==> config.mk <==
export PLATFORM = sky130hd
export DESIGN_NAME = selective_repeat_receive_window
export DESIGN_NICKNAME = d
export VERILOG_FILES = /design/src/design/srw_pkg.sv /design/src/design/selective_repeat_receive_window.sv /design/src/design/srw_front.sv /design/src/design/srw_back.sv
export SDC_FILE = /design/constraint.sdc
export NUM_CORES = 1
export LEC_CHECK = 0
export BUFFER_PORTS_ARGS = -buffer_cell sky130_fd_sc_hd__buf_2
export CAP_MARGIN = 5
export CORE_AREA = 5 5 270 272
export DETAILED_ROUTE_END_ITERATION = 8
export DIE_AREA = 0 0 275 277
export MAX_ROUTING_LAYER = met4
export PLACE_DENSITY = 0.54
export SYNTH_ARGS = -nofsm -noshare
export SYNTH_HDL_FRONTEND = slang
export SYNTH_SLANG_ARGS = --single-unit
==> constraint.sdc <==
create_clock -name clk -period 16.69 [get_ports clk]
set_input_delay 0.8345 -clock clk [delete_from_list [all_inputs] [get_ports clk]]
set_output_delay 0.8345 -clock clk [all_outputs]
set_load 0.05 [all_outputs]
==> src/design/srw_pkg.sv <==
// ----------------------------------------------------------------------------
// srw_pkg
// Shared types and constants of the selective-repeat receive window.
// ----------------------------------------------------------------------------
package srw_pkg;

  // Window store depth and bytes per frame slot
  localparam int MAX_WINDOW    = 32;
  localparam int PAYLOAD_BYTES = 1024;

  // Field widths
  localparam int SEQ_W    = 16;
  localparam int LEN_W    = 11;
  localparam int OFFS_W   = 26;
  localparam int BYTES_W  = 27;
  localparam int COUNT_W  = 17;
  localparam int FPB_W    = 16;
  localparam int WCFG_W   = 6;
  localparam int WIN_W    = $clog2(MAX_WINDOW + 1);

  // Configuration port
  localparam int CFG_INDEX_W = 4;
  localparam int CFG_DATA_W  = 16;

  // Register reset values
  localparam int WINDOW_RESET = 8;
  localparam int FPB_RESET    = 256;

  typedef enum logic [CFG_INDEX_W-1:0] {
    REG_WINDOW_SIZE       = 4'd0,
    REG_FRAMES_PER_BUFFER = 4'd1
  } cfg_reg_t;

  // Arriving frame header
  typedef struct packed {
    logic [SEQ_W-1:0] seq_num;
    logic [LEN_W-1:0] payload_len;
    logic             frame_bad;
    logic             end_mark;
  } frame_t;

  // Acknowledgement and buffer report
  typedef struct packed {
    logic [SEQ_W-1:0]   ack_seq;
    logic               ack_good;
    logic               store_enable;
    logic [OFFS_W-1:0]  store_offset;
    logic               buffer_complete;
    logic [BYTES_W-1:0] buffer_bytes;
    logic               transfer_done;
  } result_t;

  // Classified header handed from front to back
  typedef struct packed {
    logic [SEQ_W-1:0]   seq;
    logic               good;
    logic               eot;
    logic [OFFS_W-1:0]  offset;
    logic [BYTES_W-1:0] end_bytes;
  } mid_item_t;

  // Configuration seen by the back end
  typedef struct packed {
    logic [WIN_W-1:0] window;
    logic [FPB_W-1:0] fpb;
    logic             fpb_load;
  } cfg_t;

  // Byte count of a full buffer of the given frame count
  function automatic logic [BYTES_W-1:0] full_bytes(input logic [FPB_W-1:0] fpb);
    full_bytes = BYTES_W'(48'(fpb) * 48'(PAYLOAD_BYTES));
  endfunction

endpackage

==> src/design/selective_repeat_receive_window.sv <==
// ----------------------------------------------------------------------------
// selective_repeat_receive_window
// Receiver side of a selective-repeat sliding window: acknowledges every
// frame header, directs payload storage, and reports completed buffers.
//
//   Channel   Handshake              Payload
//   -------   --------------------   -----------------------------------
//   frame     push / full            frame_t  (seq, len, bad, end mark)
//   result    empty / pop            result_t (ack, store, buffer report)
//   config    cfg_wen                cfg_index, cfg_data
//
// One header per cycle sustained while results are popped; an accepted
// header waits in the front queue until the window update takes it, and
// its result enters the result queue with the new window state, ready to
// pop. The window update is a find-first-zero and shift over the mark
// flags. Reset is synchronous and needs no clearing pass. Either side may
// stall: two-entry queues decouple input, window logic and result delivery.
// ----------------------------------------------------------------------------
module selective_repeat_receive_window
  import srw_pkg::*;
(
  input  logic                   clk,
  input  logic                   rst,
  input  logic                   push,
  output logic                   full,
  input  frame_t                 frame,
  output logic                   empty,
  input  logic                   pop,
  output result_t                result,
  input  logic                   cfg_wen,
  input  logic [CFG_INDEX_W-1:0] cfg_index,
  input  logic [CFG_DATA_W-1:0]  cfg_data
);

  logic [WCFG_W-1:0] window_reg;
  logic [FPB_W-1:0]  frames_per_buffer;
  logic              wsize_wr;
  logic              fpb_wr;
  cfg_t              cfg;
  logic              mid_valid;
  logic              mid_take;
  mid_item_t         mid_item;

  // Decode register writes
  always_comb begin
    wsize_wr = 1'b0;
    fpb_wr   = 1'b0;
    if (cfg_wen) begin
      unique case (cfg_index)
        REG_WINDOW_SIZE:       wsize_wr = 1'b1;
        REG_FRAMES_PER_BUFFER: fpb_wr   = 1'b1;
        default: begin
          wsize_wr = 1'b0;
          fpb_wr   = 1'b0;
        end
      endcase
    end
  end

  always_ff @(posedge clk) begin
    if (rst) begin
      window_reg        <= WCFG_W'(WINDOW_RESET);
      frames_per_buffer <= FPB_W'(FPB_RESET);
    end else begin
      if (wsize_wr) window_reg        <= cfg_data[WCFG_W-1:0];
      if (fpb_wr)   frames_per_buffer <= cfg_data[FPB_W-1:0];
    end
  end

  // Clamp the window into range, pass a new frame count straight through
  always_comb begin
    if (window_reg == '0) begin
      cfg.window = WIN_W'(1);
    end else if (32'(window_reg) > MAX_WINDOW) begin
      cfg.window = WIN_W'(MAX_WINDOW);
    end else begin
      cfg.window = WIN_W'(window_reg);
    end
    cfg.fpb      = fpb_wr ? cfg_data[FPB_W-1:0] : frames_per_buffer;
    cfg.fpb_load = fpb_wr;
  end

  srw_front u_front (
    .clk       (clk),
    .rst       (rst),
    .push      (push),
    .full      (full),
    .frame     (frame),
    .mid_valid (mid_valid),
    .mid_take  (mid_take),
    .mid_item  (mid_item)
  );

  srw_back u_back (
    .clk       (clk),
    .rst       (rst),
    .cfg       (cfg),
    .mid_valid (mid_valid),
    .mid_take  (mid_take),
    .mid_item  (mid_item),
    .empty     (empty),
    .pop       (pop),
    .result    (result)
  );

endmodule

==> src/design/srw_front.sv <==
// ----------------------------------------------------------------------------
// srw_front
// Accepts frame headers, works out offset and end byte count, and holds
// them in a two-entry queue toward the window logic.
// ----------------------------------------------------------------------------
module srw_front
  import srw_pkg::*;
(
  input  logic      clk,
  input  logic      rst,
  input  logic      push,
  output logic      full,
  input  frame_t    frame,
  output logic      mid_valid,
  input  logic      mid_take,
  output mid_item_t mid_item
);

  mid_item_t        entries [2];
  logic             wr_ptr;
  logic             rd_ptr;
  logic [1:0]       count;
  logic             do_push;
  logic             do_pop;
  mid_item_t        classified;
  logic [LEN_W-1:0] len_clamped;

  // Classify the incoming header
  always_comb begin
    if (32'(frame.payload_len) > PAYLOAD_BYTES) begin
      len_clamped = LEN_W'(PAYLOAD_BYTES);
    end else begin
      len_clamped = frame.payload_len;
    end
    classified.seq       = frame.seq_num;
    classified.good      = !frame.frame_bad;
    classified.eot       = frame.end_mark;
    classified.offset    = OFFS_W'(32'(frame.seq_num) * PAYLOAD_BYTES);
    classified.end_bytes = BYTES_W'(classified.offset) + BYTES_W'(len_clamped);
  end

  assign full      = (count == 2'd2);
  assign mid_valid = (count != 2'd0);
  assign do_push   = push && !full;
  assign do_pop    = mid_take && mid_valid;
  assign mid_item  = entries[rd_ptr];

  // Advance pointers and fill count
  always_ff @(posedge clk) begin
    if (rst) begin
      wr_ptr <= 1'b0;
      rd_ptr <= 1'b0;
      count  <= 2'd0;
    end else begin
      if (do_push) wr_ptr <= !wr_ptr;
      if (do_pop)  rd_ptr <= !rd_ptr;
      count <= count + 2'(do_push) - 2'(do_pop);
    end
  end

  // Hold queued headers
  always_ff @(posedge clk) begin
    if (do_push) entries[wr_ptr] <= classified;
  end

endmodule

==> src/design/srw_back.sv <==
// ----------------------------------------------------------------------------
// srw_back
// Window state: marks frames received, slides the window, tracks buffer
// completion, and queues one result per header in a two-entry queue.
// ----------------------------------------------------------------------------
module srw_back
  import srw_pkg::*;
(
  input  logic      clk,
  input  logic      rst,
  input  cfg_t      cfg,
  input  logic      mid_valid,
  output logic      mid_take,
  input  mid_item_t mid_item,
  output logic      empty,
  input  logic      pop,
  output result_t   result
);

  logic [COUNT_W-1:0]    next_expected;
  logic [MAX_WINDOW-1:0] marks;
  logic [COUNT_W-1:0]    frame_limit;
  logic [BYTES_W-1:0]    pending_bytes;
  logic                  last_seen;

  logic [COUNT_W-1:0]    next_expected_next;
  logic [MAX_WINDOW-1:0] marks_next;
  logic [COUNT_W-1:0]    frame_limit_next;
  logic [BYTES_W-1:0]    pending_bytes_next;
  logic                  last_seen_next;

  logic [COUNT_W:0]      window_end;
  logic                  in_window;
  logic                  is_next;
  logic                  is_ahead;
  logic [COUNT_W-1:0]    distance;
  logic [WIN_W-1:0]      shift;
  logic                  untouched;
  result_t               res;

  result_t               entries [2];
  logic                  wr_ptr;
  logic                  rd_ptr;
  logic [1:0]            count;
  logic                  out_full;
  logic                  do_pop;

  assign out_full = (count == 2'd2);
  assign mid_take = mid_valid && !out_full;
  assign empty    = (count == 2'd0);
  assign do_pop   = pop && !empty;
  assign result   = entries[rd_ptr];

  assign untouched = (next_expected == '0) && !last_seen && (marks == '0);

  // Classify against the window
  always_comb begin
    window_end = {1'b0, next_expected} + (COUNT_W + 1)'(cfg.window);
    in_window  = mid_item.good && ((COUNT_W + 1)'(mid_item.seq) < window_end);
    is_next    = (COUNT_W'(mid_item.seq) == next_expected);
    is_ahead   = (COUNT_W'(mid_item.seq) > next_expected);
    distance   = COUNT_W'(mid_item.seq) - next_expected;
  end

  // Find the first frame not yet received above the in-order one
  always_comb begin
    shift = cfg.window;
    for (int i = MAX_WINDOW - 1; i >= 1; i--) begin
      if ((i < 32'(cfg.window)) && !marks[i]) shift = WIN_W'(i);
    end
  end

  // Carry out one header
  always_comb begin
    next_expected_next = next_expected;
    marks_next         = marks;
    frame_limit_next   = frame_limit;
    pending_bytes_next = pending_bytes;
    last_seen_next     = last_seen;

    res.ack_seq         = mid_item.seq;
    res.ack_good        = mid_item.good;
    res.store_enable    = 1'b0;
    res.store_offset    = '0;
    res.buffer_complete = 1'b0;
    res.buffer_bytes    = '0;
    res.transfer_done   = 1'b0;

    if (in_window) begin
      priority if (is_next) begin
        res.store_enable   = 1'b1;
        marks_next         = marks >> shift;
        next_expected_next = next_expected + COUNT_W'(shift);
      end else if (is_ahead) begin
        if ((32'(distance) < MAX_WINDOW) &&
            !marks[distance[$clog2(MAX_WINDOW)-1:0]]) begin
          res.store_enable = 1'b1;
          marks_next[distance[$clog2(MAX_WINDOW)-1:0]] = 1'b1;
        end
      end else begin
        // duplicate below the window: acknowledge without storing
        res.store_enable = 1'b0;
      end
      if (mid_item.eot) begin
        pending_bytes_next = mid_item.end_bytes;
        frame_limit_next   = COUNT_W'(mid_item.seq) + COUNT_W'(1);
        last_seen_next     = 1'b1;
      end
    end

    if (res.store_enable) res.store_offset = mid_item.offset;

    // Report the buffer and open a fresh window
    if (next_expected_next >= frame_limit_next) begin
      res.buffer_complete = 1'b1;
      res.buffer_bytes    = pending_bytes_next;
      res.transfer_done   = last_seen_next;
      next_expected_next  = '0;
      marks_next          = '0;
      frame_limit_next    = COUNT_W'(cfg.fpb);
      pending_bytes_next  = full_bytes(cfg.fpb);
      last_seen_next      = 1'b0;
    end
  end

  // Update window state
  always_ff @(posedge clk) begin
    if (rst) begin
      next_expected <= '0;
      marks         <= '0;
      frame_limit   <= COUNT_W'(FPB_RESET);
      pending_bytes <= full_bytes(FPB_W'(FPB_RESET));
      last_seen     <= 1'b0;
    end else if (mid_take) begin
      next_expected <= next_expected_next;
      marks         <= marks_next;
      frame_limit   <= frame_limit_next;
      pending_bytes <= pending_bytes_next;
      last_seen     <= last_seen_next;
    end else if (cfg.fpb_load && untouched) begin
      frame_limit   <= COUNT_W'(cfg.fpb);
      pending_bytes <= full_bytes(cfg.fpb);
    end
  end

  // Advance result queue pointers
  always_ff @(posedge clk) begin
    if (rst) begin
      wr_ptr <= 1'b0;
      rd_ptr <= 1'b0;
      count  <= 2'd0;
    end else begin
      if (mid_take) wr_ptr <= !wr_ptr;
      if (do_pop)   rd_ptr <= !rd_ptr;
      count <= count + 2'(mid_take) - 2'(do_pop);
    end
  end

  // Hold queued results
  always_ff @(posedge clk) begin
    if (mid_take) entries[wr_ptr] <= res;
  end

  // A taken header always leaves a result waiting
  a_result_after_take: assert property (@(posedge clk) disable iff (rst)
    mid_take |=> !empty)
    else $error("result missing after header taken");

  // A completed buffer leaves a fresh window behind
  a_fresh_after_complete: assert property (@(posedge clk) disable iff (rst)
    (mid_take && res.buffer_complete) |=> (next_expected == '0 && !last_seen))
    else $error("window not reset after buffer completion");

  // Only good frames are stored
  a_store_good: assert property (@(posedge clk) disable iff (rst)
    (mid_take && res.store_enable) |-> res.ack_good)
    else $error("bad frame stored");

  // Result queue never overflows
  a_no_overflow: assert property (@(posedge clk) disable iff (rst)
    out_full |-> !mid_take)
    else $error("result queue overflow");

endmodule

* Yosys cells after proc, flatten, opt, wreduce, memory -nomap -nowiden
Memories as Yosys holds them, arrays and structs flattened. A register that Yosys moved wholly into a read port is not among the register bits.
Index checks and enable logic that the tools add are counted.
** Storage, ports and cells
- Bits in registers :: 124
- Memory bits (writable) :: 268
- Logic and storage cells :: 240
- Memories :: 2
** Operators by class
- Add/subtract/negate cells :: 9
- Order comparisons :: 39
- Eq/ne operators :: 4
- Shifts and indexed selects :: 1
- Mux-type cells :: 78
- Bitwise logic cells :: 1
- Reduce and logical (&&, ||, !) cells :: 93
** Memory list
- u_back.entries :: words 2, width 73, read ports 1, clocked after Yosys merged registers in 1, write ports 1, RTL line srw_back.sv:41 : result_t entries [2];
- u_front.entries :: words 2, width 61, read ports 1, clocked after Yosys merged registers in 1, write ports 1, RTL line srw_front.sv:19 : mid_item_t entries [2];
** Operators with widths (number)
- 2-to-1 mux 6 bit :: 33
- 2-to-1 mux 32 bit :: 5
- 2-to-1 mux 17 bit :: 8
- 2-to-1 mux 27 bit :: 5
- < comparator 5 x 6 -> 1 bit (first input constant) :: 16
- < comparator 4 x 6 -> 1 bit (first input constant) :: 8
- logical AND 1 bit :: 41
- zero test 1 bit :: 41
- zero test 32 bit :: 1
- OR 32 bit :: 1
- right shift 32 x 6 -> 32 bit :: 1
- 2-to-1 mux 29 bit :: 1
- adder 26 x 11 -> 27 bit :: 1
- 2-to-1 mux 26 bit :: 1
- < comparator 3 x 6 -> 1 bit (first input constant) :: 4
- 2-to-1 mux 1 bit :: 21
- adder 17 x 6 -> 18 bit :: 1
- < comparator 16 x 18 -> 1 bit :: 1
- adder 16 x 1 -> 17 bit (second input constant) :: 1
- adder 17 x 6 -> 17 bit :: 1
- equality test 16 x 17 -> 1 bit :: 1
- greater-or-equal comparator 17 bit :: 1
- > comparator 16 x 17 -> 1 bit :: 1
- zero test 17 bit :: 1
- 22 further kinds :: 29

* Depth between registers and ports, before layout
- Depth after elaboration :: 42
- Gate-level depth with buffers :: 39

* Modules after synthesis
A second synthesis with hierarchy kept.
** Unflattened totals
- Cells, all modules :: 2222
- Area, all modules :: 21783.4 um2
** Modules (own cells, without submodules)
- srw_back :: instances 1, cells an instance 1852, area each 16523.3 um2
- srw_front :: instances 1, cells an instance 250, area each 4065.1 um2
- selective_repeat_receive_window :: instances 1, cells an instance 120, area each 1194.9 um2

* Worst setup path after synthesis
OpenSTA, ideal clock, no wires.
- Path kind :: flip-flop to flip-flop
- Start point :: register window_reg[1]
- End point :: register u_back.pending_bytes[0]
- Library setup time :: 0.065 ns
- Arrival :: 6.738 ns
- Path slack :: 9.887 ns
- Stages on the path, launching flop included :: 40
- Path buffers :: 6
- Clock period less this slack :: 6.803 ns
- Cell sequence :: dfxtp_1 buf_4 buf_2 nor4_1 nor2_1 nor2_1 ha_1 inv_1 fa_1 nor2b_1 o31a_1 o2111ai_1 nand2_1 nand2_1 xnor2_1 ha_1 a21oi_1 nor2b_1 (+4 left out) nor2_1 buf_2 mux2_2 ha_1 nand2b_1 a21oi_1 nor2b_1 o21ai_0 a21oi_1 o41a_1 a21oi_1 clkbuf_1 nand2_1 clkbuf_1 nor3_1 clkbuf_1 a22oi_1 nor2_1
** Between the ends
- Word-level cells in the longest chain between the ends :: 42
** Ends and longest elaborated chain
- from (decl) :: RTL line selective_repeat_receive_window.sv:35 : logic [WCFG_W-1:0] window_reg;
- from (signal assigned) :: RTL line selective_repeat_receive_window.sv:62 : window_reg <= WCFG_W'(WINDOW_RESET);
- from (signal assigned) :: RTL line selective_repeat_receive_window.sv:65 : if (wsize_wr) window_reg <= cfg_data[WCFG_W-1:0];
- > comparator 6 bit :: RTL line selective_repeat_receive_window.sv:74 : end else if (32'(window_reg) > MAX_WINDOW) begin
- 2-to-1 mux 6 bit :: RTL line selective_repeat_receive_window.sv:74
- 2-to-1 mux 6 bit (*) :: RTL line selective_repeat_receive_window.sv:72 : if (window_reg == '0) begin
- < comparator 5 x 6 -> 1 bit :: RTL line srw_back.sv:69 : if ((i < 32'(cfg.window)) && !marks[i]) shift = WIN_W'(i);
- logical AND 1 bit :: RTL line srw_back.sv:69
- 2-to-1 mux 6 bit (31 in a row) :: RTL line srw_back.sv:69
- adder 17 x 6 -> 17 bit :: RTL line srw_back.sv:93 : next_expected_next = next_expected + COUNT_W'(shift);
- 2-to-1 mux 17 bit :: RTL line srw_back.sv:90 : priority if (is_next) begin
- 2-to-1 mux 17 bit :: RTL line srw_back.sv:89 : if (in_window) begin
- greater-or-equal comparator 17 bit :: RTL line srw_back.sv:114 : if (next_expected_next >= frame_limit_next) begin
- 2-to-1 mux 27 bit (*) :: RTL line srw_back.sv:114
- 2-to-1 mux 27 bit (*) :: RTL line srw_back.sv:134 : end else if (mid_take) begin
- to (signal assigned) :: RTL line srw_back.sv:132 : pending_bytes <= full_bytes(FPB_W'(FPB_RESET));
- to (signal assigned) :: RTL line srw_back.sv:138 : pending_bytes <= pending_bytes_next;
- to (signal assigned) :: RTL line srw_back.sv:142 : pending_bytes <= full_bytes(cfg.fpb);
- to (decl) :: RTL line srw_back.sv:23 : logic [BYTES_W-1:0] pending_bytes;
Every way passes the cells marked *; elsewhere a longest branch is shown, timed or not.
A chain may end at the register's enable or synchronous reset.

* Final worst setup path
- Start point :: register window_reg[2]
- End point :: register u_back.marks[13]
** Between the ends
- Word-level cells in the longest chain between the ends :: 42
** Ends and longest elaborated chain
- > comparator 6 bit :: RTL line selective_repeat_receive_window.sv:74
- 2-to-1 mux 6 bit :: RTL line selective_repeat_receive_window.sv:74
- 2-to-1 mux 6 bit (*) :: RTL line selective_repeat_receive_window.sv:72
- < comparator 5 x 6 -> 1 bit :: RTL line srw_back.sv:69
- logical AND 1 bit :: RTL line srw_back.sv:69
- 2-to-1 mux 6 bit (31 in a row) :: RTL line srw_back.sv:69
- adder 17 x 6 -> 17 bit :: RTL line srw_back.sv:93
- 2-to-1 mux 17 bit :: RTL line srw_back.sv:90
- 2-to-1 mux 17 bit :: RTL line srw_back.sv:89
- greater-or-equal comparator 17 bit :: RTL line srw_back.sv:114
- nonzero test 3 bit (no line) or nonzero test 2 bit (tied branches)
- AND reduction 4 bit (no line)
- to (signal assigned) :: RTL line srw_back.sv:136 : marks <= marks_next;
- to (decl) :: RTL line srw_back.sv:21 : logic [MAX_WINDOW-1:0] marks;
Every way passes the cells marked *; elsewhere a longest branch is shown, timed or not. The select of a mux whose other input is x is not followed.

==> impl_metrics.py <==
metrics = {
    "layout": {
        "multi_input_area_um2": 10310,
        "top_register": "u_back.entries",
        "fin_area_um2": 23250,
        "area_growth_pct": 15.47,
        "regArea_um2": 9011,
        "reg_top3": "u_back.entries x126, u_front.entries x90, u_back.marks x32",
        "layout.nets": 2185,
        "drive_above_1_share_pct": 19.22,
        "largest_register_ffs": 126,
        "nFillCells": 7137,
        "stdcell_count": 3043,
    },
    "routing": {
        "drt_iter0_markers": 1470,
        "drcViolationCount": 0,
        "wl_per_cell_um": 22.65,
        "num_vias": 16053,
        "routed_via_density": 5.275,
        "antenna_left": 0,
        "first_pass_iters": 6,
        "wl_um": 68920,
    },
    "timing": {
        "period_needed_ps": 8705,
        "relSlewSlack_pct": 18.28,
        "fin_crit_sh_pct": 52.16,
        "rsz0062_at_grt": "false",
        "final_max_slew_viol_count": 0,
        "hold_viol_final": 0,
        "clock.fmax_mhz": 114.9,
        "skew_ps": 20.52,
        "tightestPinTransition_ps": 1216,
        "fin_ws_ps": 7985,
        "hold_slack_ps": 451.7,
        "setup_tns_ps": 0,
        "setup_viol": 0,
    },
    "worst_setup_path": {
        "startpoint_type": "flip-flop",
        "path_buf_inv": 4,
        "r2r_slack_ps": 7990,
        "cp.arrival_ps": 9210,
        "crit_path_max_incr_delay_ps": 720,
        "crit_slowest_cell": "a2111oi_0",
        "cp_top_family": "compound AO/OA/AOI/OAI gates",
        "crit_type": "reg2reg",
        "crit_path_end_kind": "flip-flop",
        "cp.required_ps": 17190,
        "cp_max_fo": 37,
    },
    "synth": {
        "syn-cell-area_um2": 20140,
        "synth_ff_type": "edfxtp_1",
        "synth_area_per_cell_um2": 10.19,
        "netlist_top_cells_count": "edfxtp_1 (216), nor2_1 (192), mux2i_1 (155), nand2_1 (152), dfxtp_1 (126)",
        "synth_edf_count": 216,
        "postSynth.asyncResetShare_pct": 0,
        "ys_types": 97,
        "yosys.area.top_type": "edfxtp_1",
        "synth.yosys.warnings": 0,
        "ys_ff_latch": 342,
        "yosysTopAreaCellShare_pct": 32.21,
        "synth_area_leaders": "edfxtp_1 (32%), dfxtp_1 (13%), mux2i_1 (7.7%)",
        "syn_inst": 1976,
        "seq_area_frac_synth_pct": 44.74,
        "synth_most_common_cell": "edfxtp_1",
    },
    "global_routing": {
        "grt_remaining_overflow": 0,
        "track_usage_pct": 17.89,
        "grt_pass1_vias": 15678,
        "antenna_found_initial": 1,
        "grt_max_degree": 61,
        "grt_pass1_wl_um": 101700,
    },
    "clocking": {
        "cts_hold_buf": 0,
        "cts_made_buffers": 40,
        "cts_resized": 0,
        "clk_latency_ps": 570,
        "htree_levels": 2,
        "clkTransAtPathRegs_ps": 60,
        "cts_tree": "built",
        "clock_path_buffers": 3,
        "clockRootBuffer": "clkbuf_16",
        "post-cts-setup-buffers": 0,
        "cts_sinks": 342,
    },
    "place": {
        "port-buffer-count": 118,
        "pre_cts_ws_ps": 8136,
        "gp_congestion": 0.9741,
        "post_dp_cell_area_um2": 21720,
        "dp_hpwl_um": 49400,
        "dpl.cell_count": 2969,
    },
    "outcome": {
        "run_status": "complete, no violations",
    },
    "pwr": {
        "power_density_nw_per_um2": 158.0,
        "peakVddDrop_mv": 0.1181,
        "p_leak_nw": 8.466,
    },
    "floorplanning": {
        "io_pins": 129,
        "rows": 98,
        "initial_core_util_pct": 28.56,
        "die_h_um": 277,
        "fp.coreArea_um2": 70510,
        "dieArea_um2": 76180,
        "die_x_um": 275,
    },
    "min_path": {
        "hold_class": "reg2reg",
    },
    "flow_run": {
        "cap_violations": 0,
    },
}
## logic make-up after synthesis
family,after synthesis,share of synthesized area [%]
multiplexers,272,14.86
other,1,0.01862
XOR/XNOR,68,2.958
AND/OR/NAND/NOR,618,14.60
flip-flops,342,44.74
buffers and inverters,202,4.697
AO/OA/AOI/OAI,403,13.67
adder cells (fa/ha/maj),70,4.461
## power breakdown
| part | switching, mW | internal (mW) | leakage [nW] |
|---|---|---|---|
| combinational | 1.07 | 0.426 | 4.67 |
| sequential | 0.0514 | 1.11 | 3.06 |
| clock | 0.364 | 0.648 | 0.735 |
## final timing paths
path                               from                     to  cells past startpoint
setup / recovery          window_reg[2]       u_back.marks[13]                     30
hold / removal    u_back.frame_limit[6]  u_back.frame_limit[6]                      2
setup reg to reg          window_reg[2]       u_back.marks[13]                     30
hold reg to reg   u_back.frame_limit[6]  u_back.frame_limit[6]                      2
## cell type report
type / instances / share of cell area [%]
Clock buffer: 51 / 4.655
Antenna cell: 1 / 0.01076
Clock inverter: 22 / 1.916
Sequential cell: 342 / 38.76
Multi-Input combinational cell: 1441 / 44.35
Tap cell: 950 / 5.112
Timing Repair Buffer: 164 / 4.025
Inverter: 72 / 1.173
## per-stage QoR
stage,power [mW],util (%)
final,3.673,32.98
after detailed placement,2.683,30.81
after global routing,3.848,32.97
after CTS,3.704,32.97
after global placement,2.666,30.80
after floorplan,2.233,-
## per-layer routing
layer  up-vias  routed length, µm  track usage [%]
li1       7445                  -                -
met1      7984              30630            24.24
met2       536              32910            28.66
met3        88               3970            2.331
met4         0               1404            4.131
met5         -                  0                -
## cells in the final DEF, fill, tap and decap left out, types with 12 or more instances in the layout
master and count:
o21a_1 12, inv_1 66, a21o_1 27, edfxtp_1 216
nand4_1 18, a22oi_1 19, nor2b_1 31, xor2_1 13
ha_1 67, a31oi_1 17, a21oi_1 121, nor2_1 189
nand2_1 152, buf_4 46, o21ai_0 59, buf_2 118
mux2i_1 153, clkbuf_16 40, nand2b_1 12, nand3_1 60
mux2_2 103, bufinv_16 12, xnor2_1 55, nor3_1 59
nor4_1 23, dfxtp_1 124
## worst reg2reg max path, delay by kind of cell, from the launching register on
kind                       cells  cell delay (ps)
AOI/OAI and AO/OA             11             2740
and+or+nand+nor               10             2440
buffers and inverters          4             1320
adders and majority gates      4             1120
DFF                            1              590
muxes                          1              460
(Power assumes the default switching activity.)
